===== src/design/pgmc_pkg.sv =====
// shared constants, types and constant tables of the pixel gamut matrix correction pipeline
`timescale 1ns / 1ps

package pgmc_pkg;

   // channel code, coefficient and encode index sizing
   localparam int CHANNEL_BITS      = 5;
   localparam int COEFF_FRAC_BITS   = 14;
   localparam int ENCODE_INDEX_BITS = 12;

   localparam int PIXEL_BITS = 32;
   localparam int BYTE_BITS  = 8;
   localparam int COEFF_BITS = 18;
   localparam int ROW_BITS   = 3 * COEFF_BITS;
   localparam int CSR_INDEX_BITS = 2;

   // linear Q1.15 levels run 0..32768
   localparam int LIN_BITS = 16;
   localparam logic [LIN_BITS-1:0] ONE_Q15 = LIN_BITS'(32768);
   localparam int Q15_HALF = 16384;

   // matrix datapath widths
   localparam int PROD_BITS = COEFF_BITS + LIN_BITS + 1;
   localparam int ACC_BITS  = PROD_BITS + 2;
   localparam int ROUND_HALF = 1 << (COEFF_FRAC_BITS - 1);
   localparam logic [COEFF_BITS-1:0] COEFF_ONE = COEFF_BITS'(1 << COEFF_FRAC_BITS);

   // table geometry
   localparam int DEC_ENTRIES = 1 << CHANNEL_BITS;
   localparam int DEC_MAX     = DEC_ENTRIES - 1;
   localparam int ENC_D       = (1 << ENCODE_INDEX_BITS) - 1;
   localparam int ENC_LEVELS  = 1 << BYTE_BITS;

   // srgb encode constants, scaled to integers (255 folded in)
   localparam longint unsigned LIN_LIMIT_NUM    = 31308;
   localparam longint unsigned LIN_LIMIT_DEN    = 10000000;
   localparam longint unsigned LIN_SLOPE_TENTHS = 32946;
   localparam int ENC_GAIN_MILLI   = 269025;
   localparam int ENC_OFFSET_MILLI = 13525;

   // register indexes
   typedef enum logic [CSR_INDEX_BITS-1:0] {
      CSR_ENABLE      = 2'd0,
      CSR_COEFF_RED   = 2'd1,
      CSR_COEFF_GREEN = 2'd2,
      CSR_COEFF_BLUE  = 2'd3
   } pgmc_csr_index_type;

   // channel payloads
   typedef struct packed {
      logic [PIXEL_BITS-1:0] pixel_in;
      logic                  frame_end_in;
   } pgmc_req_type;

   typedef struct packed {
      logic [PIXEL_BITS-1:0] pixel_out;
      logic                  frame_end_out;
   } pgmc_rsp_type;

   // stage load enables into the datapath parts
   typedef struct packed {
      logic mul_load;
      logic sum_load;
      logic clamp_load;
   } pgmc_matrix_ctl_type;

   typedef struct packed {
      logic index_load;
      logic search_load;
      logic out_load;
   } pgmc_encode_ctl_type;

   // wide integers for exact table construction at elaboration
   localparam int BIG_BITS = 320;
   typedef logic [BIG_BITS-1:0] pgmc_big_type;

   typedef logic [DEC_ENTRIES-1:0][LIN_BITS-1:0]          pgmc_dec_tab_type;
   typedef logic [ENC_LEVELS-1:0][ENCODE_INDEX_BITS-1:0] pgmc_thr_tab_type;

   function automatic pgmc_big_type big_pow(input pgmc_big_type base, input int times);
      pgmc_big_type acc;
      acc = pgmc_big_type'(1);
      for (int n = 0; n < times; n++) begin
         acc = acc * base;
      end
      return acc;
   endfunction

   // largest t in 0..32768 with 32768*(i/M)^2.2 + 1/2 >= t
   function automatic logic [LIN_BITS-1:0] decode_entry(input int i);
      pgmc_big_type lhs;
      pgmc_big_type rhs;
      pgmc_big_type m_pow;
      int lo;
      int hi;
      int mid;
      lhs   = big_pow(pgmc_big_type'(i), 11) << 80;
      m_pow = big_pow(pgmc_big_type'(DEC_MAX), 11);
      lo    = 0;
      hi    = 32768;
      while (lo < hi) begin
         mid = (lo + hi + 1) / 2;
         rhs = big_pow(pgmc_big_type'(2 * mid - 1), 5) * m_pow;
         if (lhs >= rhs) lo = mid;
         else hi = mid - 1;
      end
      return LIN_BITS'(lo);
   endfunction

   function automatic pgmc_dec_tab_type build_dec_tab();
      pgmc_dec_tab_type tab;
      for (int i = 0; i < DEC_ENTRIES; i++) begin
         tab[i] = decode_entry(i);
      end
      return tab;
   endfunction

   localparam pgmc_big_type ENC_GAIN_POW = big_pow(pgmc_big_type'(ENC_GAIN_MILLI), 12);
   localparam pgmc_big_type ENC_D_POW    = big_pow(pgmc_big_type'(ENC_D), 5);

   // true when the encoded byte of index j reaches k
   function automatic logic enc_reaches(input int j, input int k);
      longint unsigned jl;
      longint unsigned dl;
      longint unsigned kl;
      jl = longint'(j);
      dl = longint'(ENC_D);
      kl = longint'(k);
      if (jl * LIN_LIMIT_DEN <= LIN_LIMIT_NUM * dl) begin
         return (LIN_SLOPE_TENTHS * jl + 5 * dl) >= (10 * dl * kl);
      end
      return (big_pow(pgmc_big_type'(j), 5) * ENC_GAIN_POW) >=
             (big_pow(pgmc_big_type'(1000 * k + ENC_OFFSET_MILLI), 12) * ENC_D_POW);
   endfunction

   // smallest index whose encoded byte reaches each level
   function automatic pgmc_thr_tab_type build_thr_tab();
      pgmc_thr_tab_type tab;
      int lo;
      int hi;
      int mid;
      tab[0] = '0;
      for (int k = 1; k < ENC_LEVELS; k++) begin
         lo = 0;
         hi = ENC_D;
         while (lo < hi) begin
            mid = (lo + hi) / 2;
            if (enc_reaches(mid, k)) hi = mid;
            else lo = mid + 1;
         end
         tab[k] = ENCODE_INDEX_BITS'(lo);
      end
      return tab;
   endfunction

   localparam pgmc_dec_tab_type DECODE_TAB = build_dec_tab();
   localparam pgmc_thr_tab_type ENC_THR    = build_thr_tab();

endpackage


===== src/design/pgmc_encode.sv =====
// srgb encode of one linear level: table index, then a two-stage threshold search
`timescale 1ns / 1ps

module pgmc_encode
   import pgmc_pkg::*;
(
   input  logic                  clock,
   input  pgmc_encode_ctl_type   ctl,
   input  logic [LIN_BITS-1:0]   level,
   output logic [BYTE_BITS-1:0]  code
);

   localparam int SCALE_BITS = LIN_BITS + ENCODE_INDEX_BITS;

   logic [SCALE_BITS-1:0]        scaled;
   logic [ENCODE_INDEX_BITS-1:0] index_in;
   logic [ENCODE_INDEX_BITS-1:0] index_ff;
   logic [ENCODE_INDEX_BITS-1:0] index_hold_ff;
   logic [BYTE_BITS-1:0]         upper_in;
   logic [BYTE_BITS-1:0]         upper_ff;
   logic [BYTE_BITS-1:0]         code_in;
   logic [BYTE_BITS-1:0]         code_ff;

   // index = (level * D + half) >> 15
   assign scaled   = SCALE_BITS'(level) * SCALE_BITS'(ENC_D) + SCALE_BITS'(Q15_HALF);
   assign index_in = scaled[LIN_BITS-1 +: ENCODE_INDEX_BITS];

   // upper four bits of the code: largest level whose threshold is reached
   always_comb begin
      logic [BYTE_BITS-1:0] cand;
      upper_in = '0;
      for (int b = BYTE_BITS - 1; b >= BYTE_BITS / 2; b--) begin
         cand = upper_in | (BYTE_BITS'(1) << b);
         if (ENC_THR[cand] <= index_ff) upper_in = cand;
      end
   end

   // lower four bits
   always_comb begin
      logic [BYTE_BITS-1:0] cand;
      code_in = upper_ff;
      for (int b = BYTE_BITS / 2 - 1; b >= 0; b--) begin
         cand = code_in | (BYTE_BITS'(1) << b);
         if (ENC_THR[cand] <= index_hold_ff) code_in = cand;
      end
   end

   always_ff @(posedge clock) begin
      if (ctl.index_load) begin
         index_ff <= index_in;
      end
      if (ctl.search_load) begin
         upper_ff      <= upper_in;
         index_hold_ff <= index_ff;
      end
      if (ctl.out_load) begin
         code_ff <= code_in;
      end
   end

   assign code = code_ff;

endmodule


===== config.mk =====
export PLATFORM = sky130hd
export DESIGN_NAME = pgmc_encode
export DESIGN_NICKNAME = d
export VERILOG_FILES = /design/src/design/pgmc_pkg.sv /design/src/design/pgmc_encode.sv
export SDC_FILE = /design/constraint.sdc
export NUM_CORES = 1
export LEC_CHECK = 0
export ABC_AREA = 0
export BUFFER_PORTS_ARGS = -buffer_cell sky130_fd_sc_hd__clkbuf_2
export CORE_UTILIZATION = 37
export CTS_CLUSTER_SIZE = 10
export DETAILED_ROUTE_END_ITERATION = 16
export GPL_TIMING_DRIVEN = 0
export PLACE_DENSITY = 0.5
export SLEW_MARGIN = 30
export SYNTH_ARGS = -nofsm -noshare
export SYNTH_HDL_FRONTEND = slang
export SYNTH_SLANG_ARGS = --single-unit
export TNS_END_PERCENT = 1

===== constraint.sdc =====
create_clock -name clock -period 15 [get_ports clock]
set_input_delay 0 -clock clock [delete_from_list [all_inputs] [get_ports clock]]
set_output_delay 0 -clock clock [all_outputs]
set_load 0.02 [all_outputs]

### Yosys cells after proc, flatten, opt, wreduce, memory -nomap -nowiden

Memories as Yosys holds them, arrays and structs flattened.
Index checks and enable logic that the tools add are counted.

* memories kept: 7
* bits in writable memories: 0
* output and inout port bits: 8
* register bits: 40
* bits in latches: 0
* ROM bits: 10752

Memory list
* (name not given): words 128, bits a word 12, read ports 1, clocked after memory_dff 0, write ports 0, RTL line pgmc_encode.sv:44 `if (ENC_THR[cand] <= index_hold_ff) code_in = cand;`
* (name not given): words 128, bits a word 12, read ports 1, clocked after memory_dff 0, write ports 0, RTL line pgmc_encode.sv:44
* (name not given): words 128, bits a word 12, read ports 1, clocked after memory_dff 0, write ports 0, RTL line pgmc_encode.sv:44
* (name not given): words 128, bits a word 12, read ports 1, clocked after memory_dff 0, write ports 0, RTL line pgmc_encode.sv:44
* (name not given): words 128, bits a word 12, read ports 1, clocked after memory_dff 0, write ports 0, RTL line pgmc_encode.sv:34 `if (ENC_THR[cand] <= index_ff) upper_in = cand;`
* (name not given): words 128, bits a word 12, read ports 1, clocked after memory_dff 0, write ports 0, RTL line pgmc_encode.sv:34
* +1 memories

* shift operators: 0
* muxes and demuxes: 13
* bitwise operators: 0
* equal/unequal tests: 0
* add/sub/neg operators: 1
* divide/modulo/power cells: 0
* reductions and logical operators: 0
* multipliers: 1
* $lt $le $gt $ge: 15

Operator list (count)
* $le 12x12->1: 7
* $mux 12: 7
* $lt 8x9->1 const B: 7
* $add 27x15->27 const B: 1
* $mul 16x12->27 const B: 1
* $le 10x12->1 const A: 1
* $mux 8: 1
* $mux 7: 1
* $mux 6: 1
* $mux 4: 1
* $mux 3: 1
* $mux 2: 1

### Longest topological paths before layout

Gate-level depths: netlist (run 1).

* word-level depth: 15
* mapped depth: 57
* depth with buffers taken out: 47

### Worst setup path before layout (run 1)

OpenSTA, ideal clock, no wires.

* path kind: register to register
* from: register upper_ff[4]
* to: register code_ff[0], in the netlist code[0] (data pin)
* cell stages (with the launch flop): 48
* library setup time: 0.265 ns
* period minus slack after synthesis: 9.878 ns
* slack: 5.122 ns
* data required time: 14.735 ns
* path buffers: 8
* arrival: 9.613 ns
* cell sequence: edfxtp_1 > inv_1 > clkbuf_1 > clkbuf_1 > clkbuf_1 > ha_1 > mux4_2 > ha_1 > o211ai_1 > a21oi_1 > o31a_4 > buf_6 > clkbuf_1 > ha_1 > nor3_1 > a21oi_1 > a211oi_1 > a21oi_1 > [12 not listed] > a211oi_1 > a2111oi_0 > a21oi_1 > ha_1 > nor2b_1 > o211ai_1 > a211o_1 > o211ai_1 > nand3_1 > nand2_1 > mux2_1 > a21oi_1 > o31ai_1 > ha_1 > nand4_1 > or2_2 > o221ai_1 > o21ai_0

* word-level cells in the longest chain between the ends: 15

RTL lines
* from (decl): RTL line pgmc_encode.sv:20 `logic [BYTE_BITS-1:0] upper_ff;`
* from (signal assigned): RTL line pgmc_encode.sv:53 `upper_ff <= upper_in;`
* $mem_v2 128x12
* $mux 12 (implied by the code): RTL line pgmc_encode.sv:44
* $le 12x12->1: RTL line pgmc_encode.sv:44
* $mux 4: RTL line pgmc_encode.sv:44
* $mem_v2 128x12
* $mux 12 (implied by the code): RTL line pgmc_encode.sv:44
* $le 12x12->1: RTL line pgmc_encode.sv:44
* $mux 3: RTL line pgmc_encode.sv:44
* $mem_v2 128x12
* $mux 12 (implied by the code): RTL line pgmc_encode.sv:44
* $le 12x12->1: RTL line pgmc_encode.sv:44
* $mux 2: RTL line pgmc_encode.sv:44
* $mem_v2 128x12 (*)
* $mux 12 (implied by the code) (*): RTL line pgmc_encode.sv:44
* $le 12x12->1 (*): RTL line pgmc_encode.sv:44
* to (signal assigned): RTL line pgmc_encode.sv:57 `code_ff <= code_in;`
* to (decl): RTL line pgmc_encode.sv:22 `logic [BYTE_BITS-1:0] code_ff;`

Mark *: on every way between the ends. The rest lies on a longest branch, timed or not. The select of a mux whose other input is x is not followed.
A chain may end at the register's enable or synchronous reset.

### Final worst setup path (run 1)

Same ends and word-level chain as after synthesis.

==> results of run 1 <==
==> state kept, by name, indices dropped and copies added, names as in the netlist <==
register	count
upper_ff	4
index_ff	12
code	8
index_hold_ff	12
==> worst max-delay path, delay by kind of cell, from the launching register on <==
kind                       cells  cell delay [ns]
AOI/OAI and AO/OA             20             5.33
DFF                            1             0.70
adders and majority gates      7             2.40
and+or+nand+nor               10             2.19
buffers and inverters         10             3.27
==> kinds of logic after synthesis <==
group | share of synthesized area
muxes | 0.0138
adders and majority gates | 0.405
xor gates and xnor gates | 0.0132
and+or+nand+nor | 0.136
DFF | 0.108
buffers and inverters | 0.0828
AOI/OAI and AO/OA | 0.241
==> layout make-up <==
type	count	area, um2
fillers	2755	15600
multi-input cells	952	8080
flip-flops and latches	36	1080
inverters	144	541
well taps	335	419
plain buffers	63	288
repair buffers	27	135
clock buffers	6	129
clock inverters	2	35.0
diodes	1	2.50
==> cells in the final DEF, fill, tap and decap left out, types with 6 or more instances in the layout <==
master,Yosys,routed
sky130_fd_sc_hd__ha_1,166,166
sky130_fd_sc_hd__nor2b_1,14,14
sky130_fd_sc_hd__o21a_1,8,8
sky130_fd_sc_hd__nand3_1,16,16
sky130_fd_sc_hd__edfxtp_1,36,36
sky130_fd_sc_hd__a311oi_1,6,6
sky130_fd_sc_hd__fa_1,98,98
sky130_fd_sc_hd__nand2_1,100,100
sky130_fd_sc_hd__nor3_1,24,23
sky130_fd_sc_hd__buf_2,9,9
sky130_fd_sc_hd__mux2i_1,7,7
sky130_fd_sc_hd__and3_1,6,6
sky130_fd_sc_hd__o21ai_0,67,67
sky130_fd_sc_hd__xnor2_1,14,14
sky130_fd_sc_hd__a21o_1,26,26
sky130_fd_sc_hd__o22ai_1,15,15
sky130_fd_sc_hd__a221oi_1,6,6
sky130_fd_sc_hd__a211oi_1,12,12
sky130_fd_sc_hd__o31ai_1,8,8
sky130_fd_sc_hd__o221ai_1,10,10
sky130_fd_sc_hd__a22oi_1,8,8
sky130_fd_sc_hd__a21oi_1,114,114
sky130_fd_sc_hd__nand4_1,17,17
sky130_fd_sc_hd__clkbuf_1,41,40
sky130_fd_sc_hd__clkbuf_2,0,29
sky130_fd_sc_hd__a31oi_1,9,9
sky130_fd_sc_hd__nor2_1,87,86
sky130_fd_sc_hd__buf_1,6,6
sky130_fd_sc_hd__o211ai_1,17,17
sky130_fd_sc_hd__inv_1,141,141
==> metrics by stage <==
step | cell area [um2] | setup WS (ns)
2_1_floorplan | 9980 | 5.12
3_3_place_gp | 10500 | 0.813
3_5_place_dp | 10500 | 1.19
4_1_cts | 10700 | 1.11
5_1_grt | 10700 | 0.463
6_report | 10700 | 0.765
==> layer usage <==
layer | global-route usage | vias up | wire length [um]
met5 | 0 | - | 0
met4 | 0.127 | 0 | 1910
met3 | 0.0684 | 159 | 3960
met2 | 0.446 | 508 | 16800
met1 | 0.398 | 4621 | 17200
li1 | - | 4344 | -
==> worst paths after layout <==
path / start / slack, ns / endpoint / cells past startpoint
max: upper_ff[4] / 0.76 / code[0] / 47
max reg2reg: upper_ff[4] / 0.76 / code[0] / 47
min: ctl[0] / 0.08 / code[7] / 1
min reg2reg: upper_ff[7] / 0.44 / code[7] / 0
==> implementation parameters, run 1 <==
Parameter                              Value

Setup path
  Critical Path Fanout Max ... 16
  Element type at the critical path end ... register
  Critical path class ... reg2reg
  Crit start category ... register
  Critical path data required time ... 15.01 ns
  Critical Path Most Common Cell ... sky130_fd_sc_hd__ha_1
  Cell with the biggest individual delay on the critical path ... sky130_fd_sc_hd__nand3_1
  Slowest cell delay on critical path ... 0.72 ns
  Crit path DAT ... 14.25 ns

Placed design
  Number of buffers added on ports ... 27
  Number of cells after detailed placement ... 1557
  HPWL Detailed ... 30900 um
  Final weighted congestion of routability-driven global placement ... 1.03

Logic synthesis
  Cell area after synthesis ... 0.00998 mm2
  Sequential fraction of the synthesis area ... 0.108
  Flip-flop and latch count after synthesis ... 36
  Number of nets in the synthesized netlist ... 1479
  Number of warnings printed during yosys synthesis ... 0
  Post-synthesis async set-or-reset flop share ... 0
  Most used flip-flop cell after synthesis ... sky130_fd_sc_hd__edfxtp_1
  Post-synthesis cell type count ... 80
  Leading area contributor after synthesis ... sky130_fd_sc_hd__ha_1
  Mean cell area of the mapped netlist ... 8.35 um2
  Commonest cells post-synth ... 166 x sky130_fd_sc_hd__ha_1, 141 x sky130_fd_sc_hd__inv_1, 114 x sky130_fd_sc_hd__a21oi_1, 100 x sky130_fd_sc_hd__nand2_1, 98 x sky130_fd_sc_hd__fa_1
  EDFF count, synth ... 36
  Synth area leaders ... sky130_fd_sc_hd__ha_1 21%, sky130_fd_sc_hd__fa_1 20%, sky130_fd_sc_hd__edfxtp_1 11%
  Cells after Synth ... 1195
  Synth top area share ... 0.208
  Dominant cell by count in the synthesized netlist ... sky130_fd_sc_hd__ha_1

Clocking
  TritonCTS buffer count ... 5
  Clock root buffer ... sky130_fd_sc_hd__clkbuf_16
  Clock Tree Buf Depth ... 2
  Post-CTS repair timing setup buffer count ... 0
  Clock tree from TritonCTS ... built
  # hold bufs at CTS ... 0
  CTS sink count ... 36
  Deepest level of the CTS H-tree ... 2
  # resized after CTS ... 0
  Clock-pin transition on the worst setup and hold timing paths ... 0.05 ns
  Clock network latency to the later pin of the worst-skew pair ... 0.28 ns

Cells and area
  Synthesis-to-finish area growth ... 7.32%
  Number of nets in the layout ... 1513
  Non-filler cells in the finished layout ... 1566
  Share of final-layout standard cells stronger than drive strength 1 ... 0.0683
  Final Util ... 0.407

Timing
  Highest attainable clock frequency ... 0.0702 GHz
  Layout Skew ... 0.00332 ns
  Worst rel slew slack ... 0.264
  Fin Setup TNS ... 0 ns
  Max-slew violations ... 0
  Post-route fraction of the period consumed by the critical path ... 0.949
  Post-Route Hold Slack ... 0.0790 ns
  Number of endpoints with negative hold slack in the final report ... 0
  Slew of the pin with the lowest slew margin ... 1.10 ns
  Setup repair after global routing missed its margin ... no
  Final Critical Period ... 14.24 ns
  Number of endpoints failing setup at the final stage ... 0

Die
  Area of the core ... 0.0263 mm2
  Count of standard-cell rows ... 59
  # IOs ... 28
  Starting density of the core ... 0.380
  Die ar. ... 0.0276 mm2
  Die boundary height ... 166 um
  Chip Width ... 166 um

Outcome
  Status ... completed

Global routing
  Overflow left after global routing ... 0
  Global routing usage summed across all routing layers ... 0.294
  Number of global-route vias before repair ... 9849
  Antenna violations before repair ... 0
  Wire length of the first global-routing pass ... 61200 um
  Largest net degree at the start of global routing ... 17

Route
  Routed vias ... 9632
  Detailed-route wire length ... 39900 um
  Routed wire length per instance ... 25.5 um
  DR iter-0 viols ... 1085
  Count of nets left with antenna violations after detail routing ... 0
  DRC violation count after routing ... 0
  Number of detailed-route iterations in the first pass ... 6
  Detailed-route vias per instance ... 6.15

Job
  Max-cap violations ... 0

Hold path
  Hold WC Path Type ... in2reg
Power of run 1 is not shown: default switching activity piles up to over one toggle a cycle in this logic, so the estimate is an artifact.
==> run 2: changes to the inputs <==
- BUFFER_PORTS_ARGS: -buffer_cell sky130_fd_sc_hd__clkbuf_2 -> -buffer_cell sky130_fd_sc_hd__buf_2
==> implementation parameters, run 2 (synthesis results as in run 1) <==
Parameter                              Value

Outcome
  Status ... completed

Setup path
  RR Endpoint ... code[0]
  Worst Reg-to-Reg Cells ... 47
  Critical Path Most Common Cell ... sky130_fd_sc_hd__ha_1
  Crit start category ... register
  Cell with the biggest individual delay on the critical path ... sky130_fd_sc_hd__o211ai_1
  Critical path data required time ... 15.02 ns
  Crit path DAT ... 14.00 ns
  Critical path class ... reg2reg
  R2r startpoint ... upper_ff[4]
  R2r setup slk ... 1.02 ns
  Element type at the critical path end ... register
  Slowest cell delay on critical path ... 0.86 ns
  Critical Path Fanout Max ... 16

Die
  Chip Width ... 166 um
  Starting density of the core ... 0.380
  Die boundary height ... 166 um
  Count of standard-cell rows ... 59
  # IOs ... 28
  Die ar. ... 0.0276 mm2
  Area of the core ... 0.0263 mm2

Route
  Met3 Routed Length ... 3640 um
  Detailed-route vias per instance ... 6.18
  DRC violation count after routing ... 0
  Uppermost routed layer ... met5
  Routed wire length per instance ... 25.6 um
  Metal2 WL ... 17100 um
  Count of nets left with antenna violations after detail routing ... 0
  Detailed-route wire length ... 40100 um
  Routed metal-1 wire length ... 17200 um
  DR iter-0 viols ... 1210
  Number of detailed-route iterations in the first pass ... 7
  Routed vias ... 9667

Global routing
  Overflow left after global routing ... 0
  Wire length of the first global-routing pass ... 62200 um
  Antenna violations before repair ... 1
  Largest net degree at the start of global routing ... 17
  Global routing usage summed across all routing layers ... 0.298
  Number of global-route vias before repair ... 9918

Clocking
  Clock tree from TritonCTS ... built
  Clock network latency to the later pin of the worst-skew pair ... 0.28 ns
  Post-CTS repair timing setup buffer count ... 0
  CTS sink count ... 36
  Clock root buffer ... sky130_fd_sc_hd__clkbuf_16
  Clock Tree Buf Depth ... 2
  # resized after CTS ... 0
  TritonCTS buffer count ... 5
  Clock-pin transition on the worst setup and hold timing paths ... 0.05 ns
  # hold bufs at CTS ... 0
  Deepest level of the CTS H-tree ... 2

Cells and area
  Non-filler cells in the finished layout ... 1565
  Number of nets in the layout ... 1513
  Most common library cell in the layout ignoring fill and taps ... sky130_fd_sc_hd__ha_1
  Final std cell area, no fill ... 0.0107 mm2
  Most used cells in the layout excluding fill and tap cells ... 166 x sky130_fd_sc_hd__ha_1, 141 x sky130_fd_sc_hd__inv_1, 114 x sky130_fd_sc_hd__a21oi_1
  Synthesis-to-finish area growth ... 7.29%
  Antenna Cells ... 0
  Share of final-layout standard cells stronger than drive strength 1 ... 0.0675

Placed design
  Number of buffers added on ports ... 27
  Placed Area ... 0.0105 mm2
  Final weighted congestion of routability-driven global placement ... 1.00
  HPWL Detailed ... 31300 um
  Number of cells after detailed placement ... 1557

Hold path
  Hold Path End ... code[1]
  Worst Hold Launch ... ctl[0]
  Hold Crit Depth ... 1
  Hold WC Path Type ... in2reg

Timing
  Slew of the pin with the lowest slew margin ... 1.03 ns
  Layout Skew ... 0.00236 ns
  Max-slew violations ... 0
  Number of endpoints with negative hold slack in the final report ... 0
  Post-route fraction of the period consumed by the critical path ... 0.932
  Post-Route Hold Slack ... 0.0679 ns
  Fin Setup TNS ... 0 ns
  Highest attainable clock frequency ... 0.0715 GHz
  Final Critical Period ... 13.98 ns
  Number of endpoints failing setup at the final stage ... 0
  Worst rel slew slack ... 0.312
  Setup repair after global routing missed its margin ... no

Job
  Max-cap violations ... 0
-- run 2: changes by cell type in the layout (fill, tap and decap cells not counted) --
cell                       previous run  this run
sky130_fd_sc_hd__buf_2                9        36
sky130_fd_sc_hd__clkbuf_1            40        41
sky130_fd_sc_hd__diode_2              1         0
sky130_fd_sc_hd__clkbuf_2            29         1
-- run 2: final cells by class --
type | count | area (um2)
plain buffers | 63 | 287
clock buffers | 6 | 129
clock inverters | 2 | 35.0
fillers | 2801 | 15600
inverters | 144 | 541
multi-input cells | 952 | 8080
flip-flops and latches | 36 | 1080
well taps | 335 | 419
repair buffers | 27 | 135
-- run 2: worst max path at each step --
stage,from,end,slack [ns]
after floorplan,upper_ff[4],code[0],5.12
after global placement,upper_ff[4],code[0],0.93
after detailed placement,upper_ff[4],code[0],1.53
after CTS,upper_ff[4],code[0],1.52
after global routing,upper_ff[4],code[0],0.64
final,upper_ff[4],code[0],1.02
-- run 2: per-stage QoR --
step,util,setup WS (ns)
floorplan,-,5.12
global placement,0.401,0.927
detailed placement,0.401,1.53
CTS,0.407,1.52
global route,0.407,0.644
finish,0.407,1.02
-- run 2: metal layers --
layer / GRT usage / vias to the layer above
met2: 0.463 / 542
li1: - / 4345
met1: 0.401 / 4630
met4: 0.140 / 2
met3: 0.0534 / 148
met5: 0 / -
-- run 2: critical path: cells and delay by family (launching register included) --
| family | cells | cell delay [ns] |
|---|---|---|
| flops | 1 | 0.72 |
| buf+inv | 10 | 3.16 |
| fa+ha+maj | 7 | 2.44 |
| compound gates | 18 | 4.69 |
| simple gates | 12 | 2.62 |
Power of run 2 is left out for the same reason.
